$ cat src/rtl/core/bde_pkg.sv
// ----------------------------------------------------------------------------
// bde_pkg: shared types for the bounded deque engine
// Opcodes, status codes, operation kinds and the controller/datapath link.
// ----------------------------------------------------------------------------
package bde_pkg;

	localparam int DEF_CAPACITY   = 16;
	localparam int DEF_DATA_WIDTH = 32;

	typedef enum logic [2:0] {
		OP_PUSH_BACK  = 3'd0,
		OP_PUSH_FRONT = 3'd1,
		OP_POP_BACK   = 3'd2,
		OP_POP_FRONT  = 3'd3,
		OP_INSERT     = 3'd4,
		OP_ERASE      = 3'd5,
		OP_READ       = 3'd6,
		OP_CLEAR      = 3'd7
	} opcode_t;

	typedef enum logic [1:0] {
		ST_OK    = 2'd0,
		ST_EMPTY = 2'd1,
		ST_RANGE = 2'd2,
		ST_FULL  = 2'd3
	} status_t;

	// how the store is touched by an accepted request
	typedef enum logic [2:0] {
		K_NONE,
		K_APPEND,
		K_GAP,
		K_CLOSE,
		K_READ
	} kind_t;

	typedef struct packed {
		logic load;
		logic start;
		logic mv_rd;
		logic pos_rd;
		logic val_wr;
		logic commit;
	} bde_cmd_t;

	typedef struct packed {
		kind_t kind;
		logic  no_moves;
		logic  last;
	} bde_stat_t;

endpackage

$ cat src/rtl/core/bde_ctrl.sv
// ----------------------------------------------------------------------------
// bde_ctrl: deque engine controller
// Sequences decode, element moves, reads and result hand-off.
// ----------------------------------------------------------------------------
module bde_ctrl (
	input  logic               clk,
	input  logic               arst_n,
	input  logic               in_valid,
	output logic               in_stall,
	output logic               out_valid,
	input  logic               out_stall,
	input  bde_pkg::bde_stat_t stat,
	output bde_pkg::bde_cmd_t  cmd
);
	import bde_pkg::*;

	typedef enum logic [2:0] {
		S_IDLE,
		S_DECODE,
		S_MOVE,
		S_DRAIN,
		S_WRITE,
		S_RDWAIT,
		S_FINISH
	} state_t;

	state_t state_q;
	state_t state_nx;
	logic   out_valid_q;
	logic   slot_free;

	assign slot_free = !out_valid_q || !out_stall;
	assign in_stall  = (state_q != S_IDLE);
	assign out_valid = out_valid_q;

	always_comb begin
		cmd        = '0;
		cmd.load   = (state_q == S_IDLE) && in_valid;
		cmd.start  = (state_q == S_DECODE);
		cmd.val_wr = ((state_q == S_DECODE) && (stat.kind == K_APPEND)) || (state_q == S_WRITE);
		cmd.pos_rd = (state_q == S_DECODE) && (stat.kind == K_READ);
		cmd.mv_rd  = (state_q == S_MOVE);
		cmd.commit = (state_q == S_FINISH) && slot_free;
	end

	always_comb begin
		state_nx = state_q;
		case (state_q)
			S_IDLE: begin
				if (in_valid)
					state_nx = S_DECODE;
			end
			S_DECODE: begin
				case (stat.kind)
					K_GAP:   state_nx = stat.no_moves ? S_WRITE : S_MOVE;
					K_CLOSE: state_nx = stat.no_moves ? S_FINISH : S_MOVE;
					K_READ:  state_nx = S_RDWAIT;
					default: state_nx = S_FINISH;
				endcase
			end
			S_MOVE: begin
				if (stat.last)
					state_nx = S_DRAIN;
			end
			S_DRAIN:  state_nx = (stat.kind == K_GAP) ? S_WRITE : S_FINISH;
			S_WRITE:  state_nx = S_FINISH;
			S_RDWAIT: state_nx = S_FINISH;
			S_FINISH: begin
				if (slot_free)
					state_nx = S_IDLE;
			end
			default:  state_nx = S_IDLE;
		endcase
	end

	always_ff @(posedge clk or negedge arst_n) begin
		if (!arst_n) begin
			state_q     <= S_IDLE;
			out_valid_q <= 1'b0;
		end else begin
			state_q <= state_nx;
			if (cmd.commit)
				out_valid_q <= 1'b1;
			else if (!out_stall)
				out_valid_q <= 1'b0;
		end
	end

endmodule

$ cat src/rtl/core/bde_datapath.sv
// ----------------------------------------------------------------------------
// bde_datapath: deque engine datapath
// Element store, request decode, move addressing and result registers.
// ----------------------------------------------------------------------------
module bde_datapath #(
	parameter int CAPACITY   = bde_pkg::DEF_CAPACITY,
	parameter int DATA_WIDTH = bde_pkg::DEF_DATA_WIDTH
) (
	input  logic                          clk,
	input  logic                          arst_n,
	input  bde_pkg::bde_cmd_t             cmd,
	output bde_pkg::bde_stat_t            stat,
	input  logic [2:0]                    opcode,
	input  logic [$clog2(CAPACITY+1)-1:0] position,
	input  logic [$clog2(CAPACITY+1)-1:0] run_count,
	input  logic [DATA_WIDTH-1:0]         data_in,
	output logic [1:0]                    status,
	output logic [DATA_WIDTH-1:0]         data_out,
	output logic [$clog2(CAPACITY+1)-1:0] length
);
	import bde_pkg::*;

	localparam int AW = $clog2(CAPACITY);
	localparam int CW = $clog2(CAPACITY + 1);
	localparam logic [CW-1:0] CAP_C = CW'(CAPACITY);
	localparam logic [CW-1:0] ONE_C = CW'(1);

	logic [DATA_WIDTH-1:0] mem [CAPACITY];

	opcode_t               op_q;
	logic [CW-1:0]         pos_q;
	logic [CW-1:0]         run_q;
	logic [DATA_WIDTH-1:0] data_q;
	logic [CW-1:0]         count_q;
	logic [CW-1:0]         src_q;
	logic [CW-1:0]         end_q;
	logic [AW-1:0]         dst_s1;
	logic                  mv_vld_s1;
	logic [DATA_WIDTH-1:0] rdata_q;
	logic [1:0]            status_q;
	logic [DATA_WIDTH-1:0] data_out_q;
	logic [CW-1:0]         length_q;

	status_t       st_c;
	kind_t         kind_c;
	logic [CW-1:0] len_nx;
	logic [CW-1:0] gap_at;
	logic [CW-1:0] cl_pos;
	logic [CW-1:0] cl_run;
	logic [CW:0]   span;
	logic [CW:0]   cl_span;
	logic [CW:0]   n_ext;
	logic          full;
	logic          empty;
	logic [CW-1:0] dst_gap;
	logic [CW-1:0] dst_close;

	assign n_ext   = {1'b0, count_q};
	assign span    = {1'b0, pos_q} + {1'b0, run_q};
	assign cl_span = {1'b0, cl_pos} + {1'b0, cl_run};
	assign full    = (count_q == CAP_C);
	assign empty   = (count_q == '0);

	always_comb begin
		st_c   = ST_OK;
		kind_c = K_NONE;
		len_nx = count_q;
		gap_at = count_q;
		cl_pos = pos_q;
		cl_run = run_q;
		case (op_q)
			OP_PUSH_BACK: begin
				if (full) begin
					st_c = ST_FULL;
				end else begin
					kind_c = K_APPEND;
					len_nx = count_q + ONE_C;
				end
			end
			OP_PUSH_FRONT: begin
				if (full) begin
					st_c = ST_FULL;
				end else begin
					kind_c = K_GAP;
					gap_at = '0;
					len_nx = count_q + ONE_C;
				end
			end
			OP_POP_BACK: begin
				if (empty)
					st_c = ST_EMPTY;
				else
					len_nx = count_q - ONE_C;
			end
			OP_POP_FRONT: begin
				if (empty) begin
					st_c = ST_EMPTY;
				end else begin
					kind_c = K_CLOSE;
					cl_pos = '0;
					cl_run = ONE_C;
					len_nx = count_q - ONE_C;
				end
			end
			OP_INSERT: begin
				if (pos_q == '0 || pos_q > count_q) begin
					st_c = ST_RANGE;
				end else if (full) begin
					st_c = ST_FULL;
				end else begin
					kind_c = K_GAP;
					gap_at = pos_q;
					len_nx = count_q + ONE_C;
				end
			end
			OP_ERASE: begin
				if (empty) begin
					st_c = ST_EMPTY;
				end else if (span > n_ext) begin
					st_c = ST_RANGE;
				end else if (run_q != '0) begin
					kind_c = K_CLOSE;
					len_nx = count_q - run_q;
				end
			end
			OP_READ: begin
				if (empty)
					st_c = ST_EMPTY;
				else if (pos_q >= count_q)
					st_c = ST_RANGE;
				else
					kind_c = K_READ;
			end
			OP_CLEAR: len_nx = '0;
			default:  len_nx = count_q;
		endcase
	end

	assign stat.kind     = kind_c;
	assign stat.no_moves = (kind_c == K_GAP) ? (count_q == gap_at) : (cl_span == n_ext);
	assign stat.last     = (src_q == end_q);

	assign dst_gap   = src_q + ONE_C;
	assign dst_close = src_q - cl_run;

	// request capture, move addressing, count and result
	always_ff @(posedge clk) begin
		if (cmd.load) begin
			op_q   <= opcode_t'(opcode);
			pos_q  <= position;
			run_q  <= run_count;
			data_q <= data_in;
		end
		if (cmd.start) begin
			if (kind_c == K_GAP) begin
				src_q <= count_q - ONE_C;
				end_q <= gap_at;
			end else begin
				src_q <= cl_span[CW-1:0];
				end_q <= count_q - ONE_C;
			end
		end else if (cmd.mv_rd) begin
			src_q <= (kind_c == K_GAP) ? (src_q - ONE_C) : (src_q + ONE_C);
		end
		if (cmd.mv_rd)
			dst_s1 <= (kind_c == K_GAP) ? dst_gap[AW-1:0] : dst_close[AW-1:0];
		if (cmd.commit) begin
			status_q   <= st_c;
			length_q   <= len_nx;
			data_out_q <= (kind_c == K_READ) ? rdata_q : '0;
		end
	end

	always_ff @(posedge clk or negedge arst_n) begin
		if (!arst_n) begin
			mv_vld_s1 <= 1'b0;
			count_q   <= '0;
		end else begin
			mv_vld_s1 <= cmd.mv_rd;
			if (cmd.commit)
				count_q <= len_nx;
		end
	end

	// element store: one write, one registered read per cycle
	always_ff @(posedge clk) begin
		if (mv_vld_s1)
			mem[dst_s1] <= rdata_q;
		else if (cmd.val_wr)
			mem[gap_at[AW-1:0]] <= data_q;
		if (cmd.mv_rd)
			rdata_q <= mem[src_q[AW-1:0]];
		else if (cmd.pos_rd)
			rdata_q <= mem[pos_q[AW-1:0]];
	end

	assign status   = status_q;
	assign data_out = data_out_q;
	assign length   = length_q;

endmodule

$ cat src/rtl/core/bounded_deque_engine_core.sv
// ----------------------------------------------------------------------------
// bounded_deque_engine_core: bounded double-ended queue of data words
// Push/pop at either end, insert, erase run, read at position and clear.
// ----------------------------------------------------------------------------
//  channel  handshake           beat fields
//  in       in_valid/in_stall   opcode, position, run_count, data_in
//  out      out_valid/out_stall status, data_out, length
//
//  One request at a time; the input stalls from acceptance until the result
//  is loaded into the output register, which may still wait while the next
//  beat is accepted. Push back, pop back, clear and errors go from decode to
//  finish; read passes a read-wait state. Push front and insert pass a write
//  state, and pop front and erase go to finish; with elements to shift, each
//  first moves them in the move state and then drains. The longest request
//  is push front onto CAPACITY - 1 words. A stalled result holds the finishing
//  request. Reset empties the queue; stored words are not cleared.
module bounded_deque_engine_core #(
	parameter int CAPACITY   = bde_pkg::DEF_CAPACITY,
	parameter int DATA_WIDTH = bde_pkg::DEF_DATA_WIDTH
) (
	input  logic                          clk,
	input  logic                          arst_n,
	input  logic                          in_valid,
	output logic                          in_stall,
	input  logic [2:0]                    opcode,
	input  logic [$clog2(CAPACITY+1)-1:0] position,
	input  logic [$clog2(CAPACITY+1)-1:0] run_count,
	input  logic [DATA_WIDTH-1:0]         data_in,
	output logic                          out_valid,
	input  logic                          out_stall,
	output logic [1:0]                    status,
	output logic [DATA_WIDTH-1:0]         data_out,
	output logic [$clog2(CAPACITY+1)-1:0] length
);
	import bde_pkg::*;

	bde_cmd_t  cmd;
	bde_stat_t stat;

	bde_ctrl u_ctrl (
		.clk       (clk),
		.arst_n    (arst_n),
		.in_valid  (in_valid),
		.in_stall  (in_stall),
		.out_valid (out_valid),
		.out_stall (out_stall),
		.stat      (stat),
		.cmd       (cmd)
	);

	bde_datapath #(
		.CAPACITY   (CAPACITY),
		.DATA_WIDTH (DATA_WIDTH)
	) u_datapath (
		.clk       (clk),
		.arst_n    (arst_n),
		.cmd       (cmd),
		.stat      (stat),
		.opcode    (opcode),
		.position  (position),
		.run_count (run_count),
		.data_in   (data_in),
		.status    (status),
		.data_out  (data_out),
		.length    (length)
	);

endmodule
$ cat config.mk
export PLATFORM = sky130hd
export DESIGN_NAME = bounded_deque_engine_core
export DESIGN_NICKNAME = d
export VERILOG_FILES = /design/src/rtl/core/bde_pkg.sv /design/src/rtl/core/bde_ctrl.sv /design/src/rtl/core/bde_datapath.sv /design/src/rtl/core/bounded_deque_engine_core.sv
export SDC_FILE = /design/constraint.sdc
export NUM_CORES = 1
export LEC_CHECK = 0
export ABC_CLOCK_PERIOD_IN_PS = 5300
export BUFFER_PORTS_ARGS = -buffer_cell sky130_fd_sc_hd__buf_2
export CAP_MARGIN = 40
export CORE_MARGIN = 4
export CORE_UTILIZATION = 63
export DETAILED_ROUTE_END_ITERATION = 12
export GPL_TIMING_DRIVEN = 0
export PLACE_DENSITY_LB_ADDON = 0.1
export SYNTH_ARGS = -nofsm -noshare
export SYNTH_HDL_FRONTEND = slang
export SYNTH_SLANG_ARGS = --single-unit
$ cat constraint.sdc
create_clock -name clk -period 5.3 [get_ports clk]
set_input_delay 1.59 -clock clk [delete_from_list [all_inputs] [get_ports clk]]
set_output_delay 1.59 -clock clk [all_outputs]
set_load 0.02 [all_outputs]
==> impl_metrics.yaml <==
status:
  status: "finished, final reports clean"
grt:
  grt_start_max_net_pins: 27
  antenna_found_initial: 0
  grt_pass1_wl_mm: 124.6
  track_usage_pct: 32.57
  grt-ovfl-total: 0
  grt_pass1_vias: 18820
sta:
  worst_pin_slew_ps: 1140
  period_needed_ps: 5050
  setup_viol: 0
  tns_ps: 0
  finalCritPeriodShare_pct: 95.27
  rsz0062_at_grt: "false"
  setup_ws_ps: 250.4
  finalMaxSlewViolations: 0
  fmax_mhz: 198.0
  final.setup_skew_ps: 30.88
  finalHoldViolations: 0
  relSlewSlack_pct: 24.02
finish:
  area_delta_synth_final_pct: 15.33
  fillers: 2807
  drive_gt1_share_pct: 34.14
  num_antenna_cells: 0
  nNetsFinal: 1968
synth:
  synth_edf_count: 642
  postSynth.asyncResetShare_pct: 1.515
  synth_seq_cells: 660
  synth_warnings: 0
  yosysUniqueCellTypes: 81
  synthCells: 1648
  synth_area_sq_um: 30980
  synthTopCellsByArea: "edfxtp_1, mux4_2, nand2_1, mux2_2, ha_1"
  synth_top_cell_area_share_pct: 62.22
  synth.most_common_cell: "edfxtp_1"
  syn-num-nets: 1734
  postSynthAreaPerCell_sq_um: 18.80
  synth.cells.most_frequent: "edfxtp_1, mux4_2, nand2_1"
  yosysTopAreaCell: "edfxtp_1"
  synth-main-ff-cell: "edfxtp_1"
  seq_area_frac_synth_pct: 63.55
power:
  irDropWorstVdd_uv: 355.9
  pwr-share-clk_pct: 21.0
  power_leakage_nw: 11.86
  p_per_area_nw_per_um2: 604.2
  pwr-share-seq_pct: 37.3
  internal_power_mw: 14.06
  total_power_mw: 21.59
  switching_share_pct: 34.89
  p_switching_mw: 7.534
  power_frac_comb_pct: 41.8
route:
  drc: 0
  via_count: 18570
  wire_per_inst_um: 32.55
  drt_pass1_iterations: 7
  drtAntennaViolNets: 0
  routed_wl_mm: 84.52
  drtIter0Drc: 2695
  routed_via_density: 7.152
critical_path:
  cp-start-kind: "flop"
  cp_data_required_time_ps: 5580
  crit_path_max_fanout: 17
  worstSetupPathType: "flop to flop"
  crit_arrival_ps: 5330
  end_kind: "flop"
clock_tree:
  htree_levels: 3
  cts_hold_buf: 0
  numCtsBuffers: 68
  cts_tree: "done"
  cts-root-buf: "clkbuf_16"
  cts.sinks: 660
  clk_pin_slew_worst_paths_ps: 60
  clkLatencyLatePin_ps: 610
  clk_path_buf_depth: 3
floorplanning:
  rows: 81
  die_h_um: 229.8
  die_x_um: 229.8
  ioPinCount: 90
  dieArea_sq_um: 52790
  core_area_sq_um: 48750
  start_util_pct: 63.56
placed_design:
  pre_cts_slack_ps: 307.3
  post-dp-hpwl_mm: 55.03
  place.gp.congestion: 0.8993
  io_buffers: 89
hold_path:
  worstHoldPathType: "flop to flop"
job:
  drv_cap: 0
[kinds of logic (layout without fill, tap and decap cells)]
logic type	Yosys count	after routing	share of synthesized area, %
xor+xnor	31	31	0.8763
fa+ha+maj	37	37	1.591
flops	660	660	63.55
compound gates	142	142	3.162
simple gates	284	284	4.422
buf+inv	133	418	1.668
mux	361	361	24.73
[per-layer routing]
layer,vias up,track usage (%),routed length (um)
met5,-,0,0
met4,0,10.91,3137
met3,228,7.111,9332
met2,1319,51.85,41180
met1,9683,46.15,30870
li1,7343,-,-
[final timing paths]
check                      cells after the start  slack [ps]                                    end                         startpoint
min in group asynchronous                      1         870      u_datapath.count_q[2]$_DFFE_PN0P_                             arst_n
hold reg to reg                                1         550  u_datapath.data_out[10]$_SDFFCE_PN0P_   u_datapath.rdata_q[10]$_DFFE_PP_
hold / removal                                 1         550  u_datapath.data_out[10]$_SDFFCE_PN0P_   u_datapath.rdata_q[10]$_DFFE_PP_
setup / recovery                              13         250        u_datapath.mem[0][15]$_DFFE_PP_  u_datapath.count_q[4]$_DFFE_PN0P_
max in group asynchronous                      1        4180      u_datapath.count_q[0]$_DFFE_PN0P_                             arst_n
setup reg to reg                              13         250        u_datapath.mem[0][15]$_DFFE_PP_  u_datapath.count_q[4]$_DFFE_PN0P_
[power groups by stage]
stage	sequential (mW)	clock, mW	combinational (mW)
floorplan	8.02	0	5.69
global placement	8.12	0	7.96
detailed placement	8.11	0	8.83
CTS	8.02	4.56	8.94
global route	8.10	4.80	9.58
finish	8.04	4.53	9.02
[metrics by stage]
step / hold WS [ps] / area (sq um) / utilization, % / std cells
CTS: 548.6 / 35660 / 73.15 / 2593
finish: 547.2 / 35730 / 73.30 / 2597
floorplan: 518.0 / 30980 / - / 1648
detailed placement: 534.7 / 33590 / 68.90 / 2472
global route: 554.9 / 35730 / 73.30 / 2597
global placement: 525.7 / 32260 / 66.18 / 2401
[placed cells by master (no fill, tap or decap), types with 28 or more instances in the layout]
cell type / n
and2_1: 38
o21ai_0: 33
buf_2: 94
a21oi_1: 28
mux4_2: 320
buf_1: 31
nand2_1: 128
clkbuf_1: 83
ha_1: 33
mux2_2: 37
clkbuf_16: 70
nor2_1: 34
edfxtp_1: 642
[area by class of cell]
class	count	area (sq um)	share of cell area, %
Timing Repair Buffer	164	1714	4.797
Inverter	29	112.6	0.3151
Tap cell	664	830.8	2.325
Clock buffer	89	1833	5.130
Buffer	104	411.6	1.152
Clock inverter	32	236.5	0.6618
Sequential cell	660	19690	55.10
Multi-Input combinational cell	855	10910	30.52
[worst max-delay path, cell delays in order, from the launching register on]
cell	delay, ps
dfrtp_1	320
clkbuf_1	320
clkinv_1	400
ha_1	430
and3_1	170
nand3_1	110
a21bo_2	200
buf_2	210
nand3_1	190
a32oi_1	390
nor4b_1	520
a32oi_1	410
nor2_4	760
buf_12	270
[what timing repair did]
action,CTS,global route
resized for setup,0,2
setup buffers,0,3
setup endpoints to repair,0,16
[state kept, by name (all words and copies together) (netlist names), named ones only]
signal                cells
u_datapath.data_out      32
u_datapath.mem          512
u_datapath.mv_vld_s1      1
u_datapath.length         5
u_datapath.count_q        5
u_datapath.pos_q          5
u_ctrl.out_valid          1
u_datapath.end_q          5
u_datapath.data_q        32
u_datapath.src_q          5
u_ctrl.state_q            3
u_datapath.op_q           3
u_datapath.status         2
u_datapath.rdata_q       32
u_datapath.run_q          5
u_datapath.dst_s1         4
No activity file was read; power rests on OpenSTA's default activity.
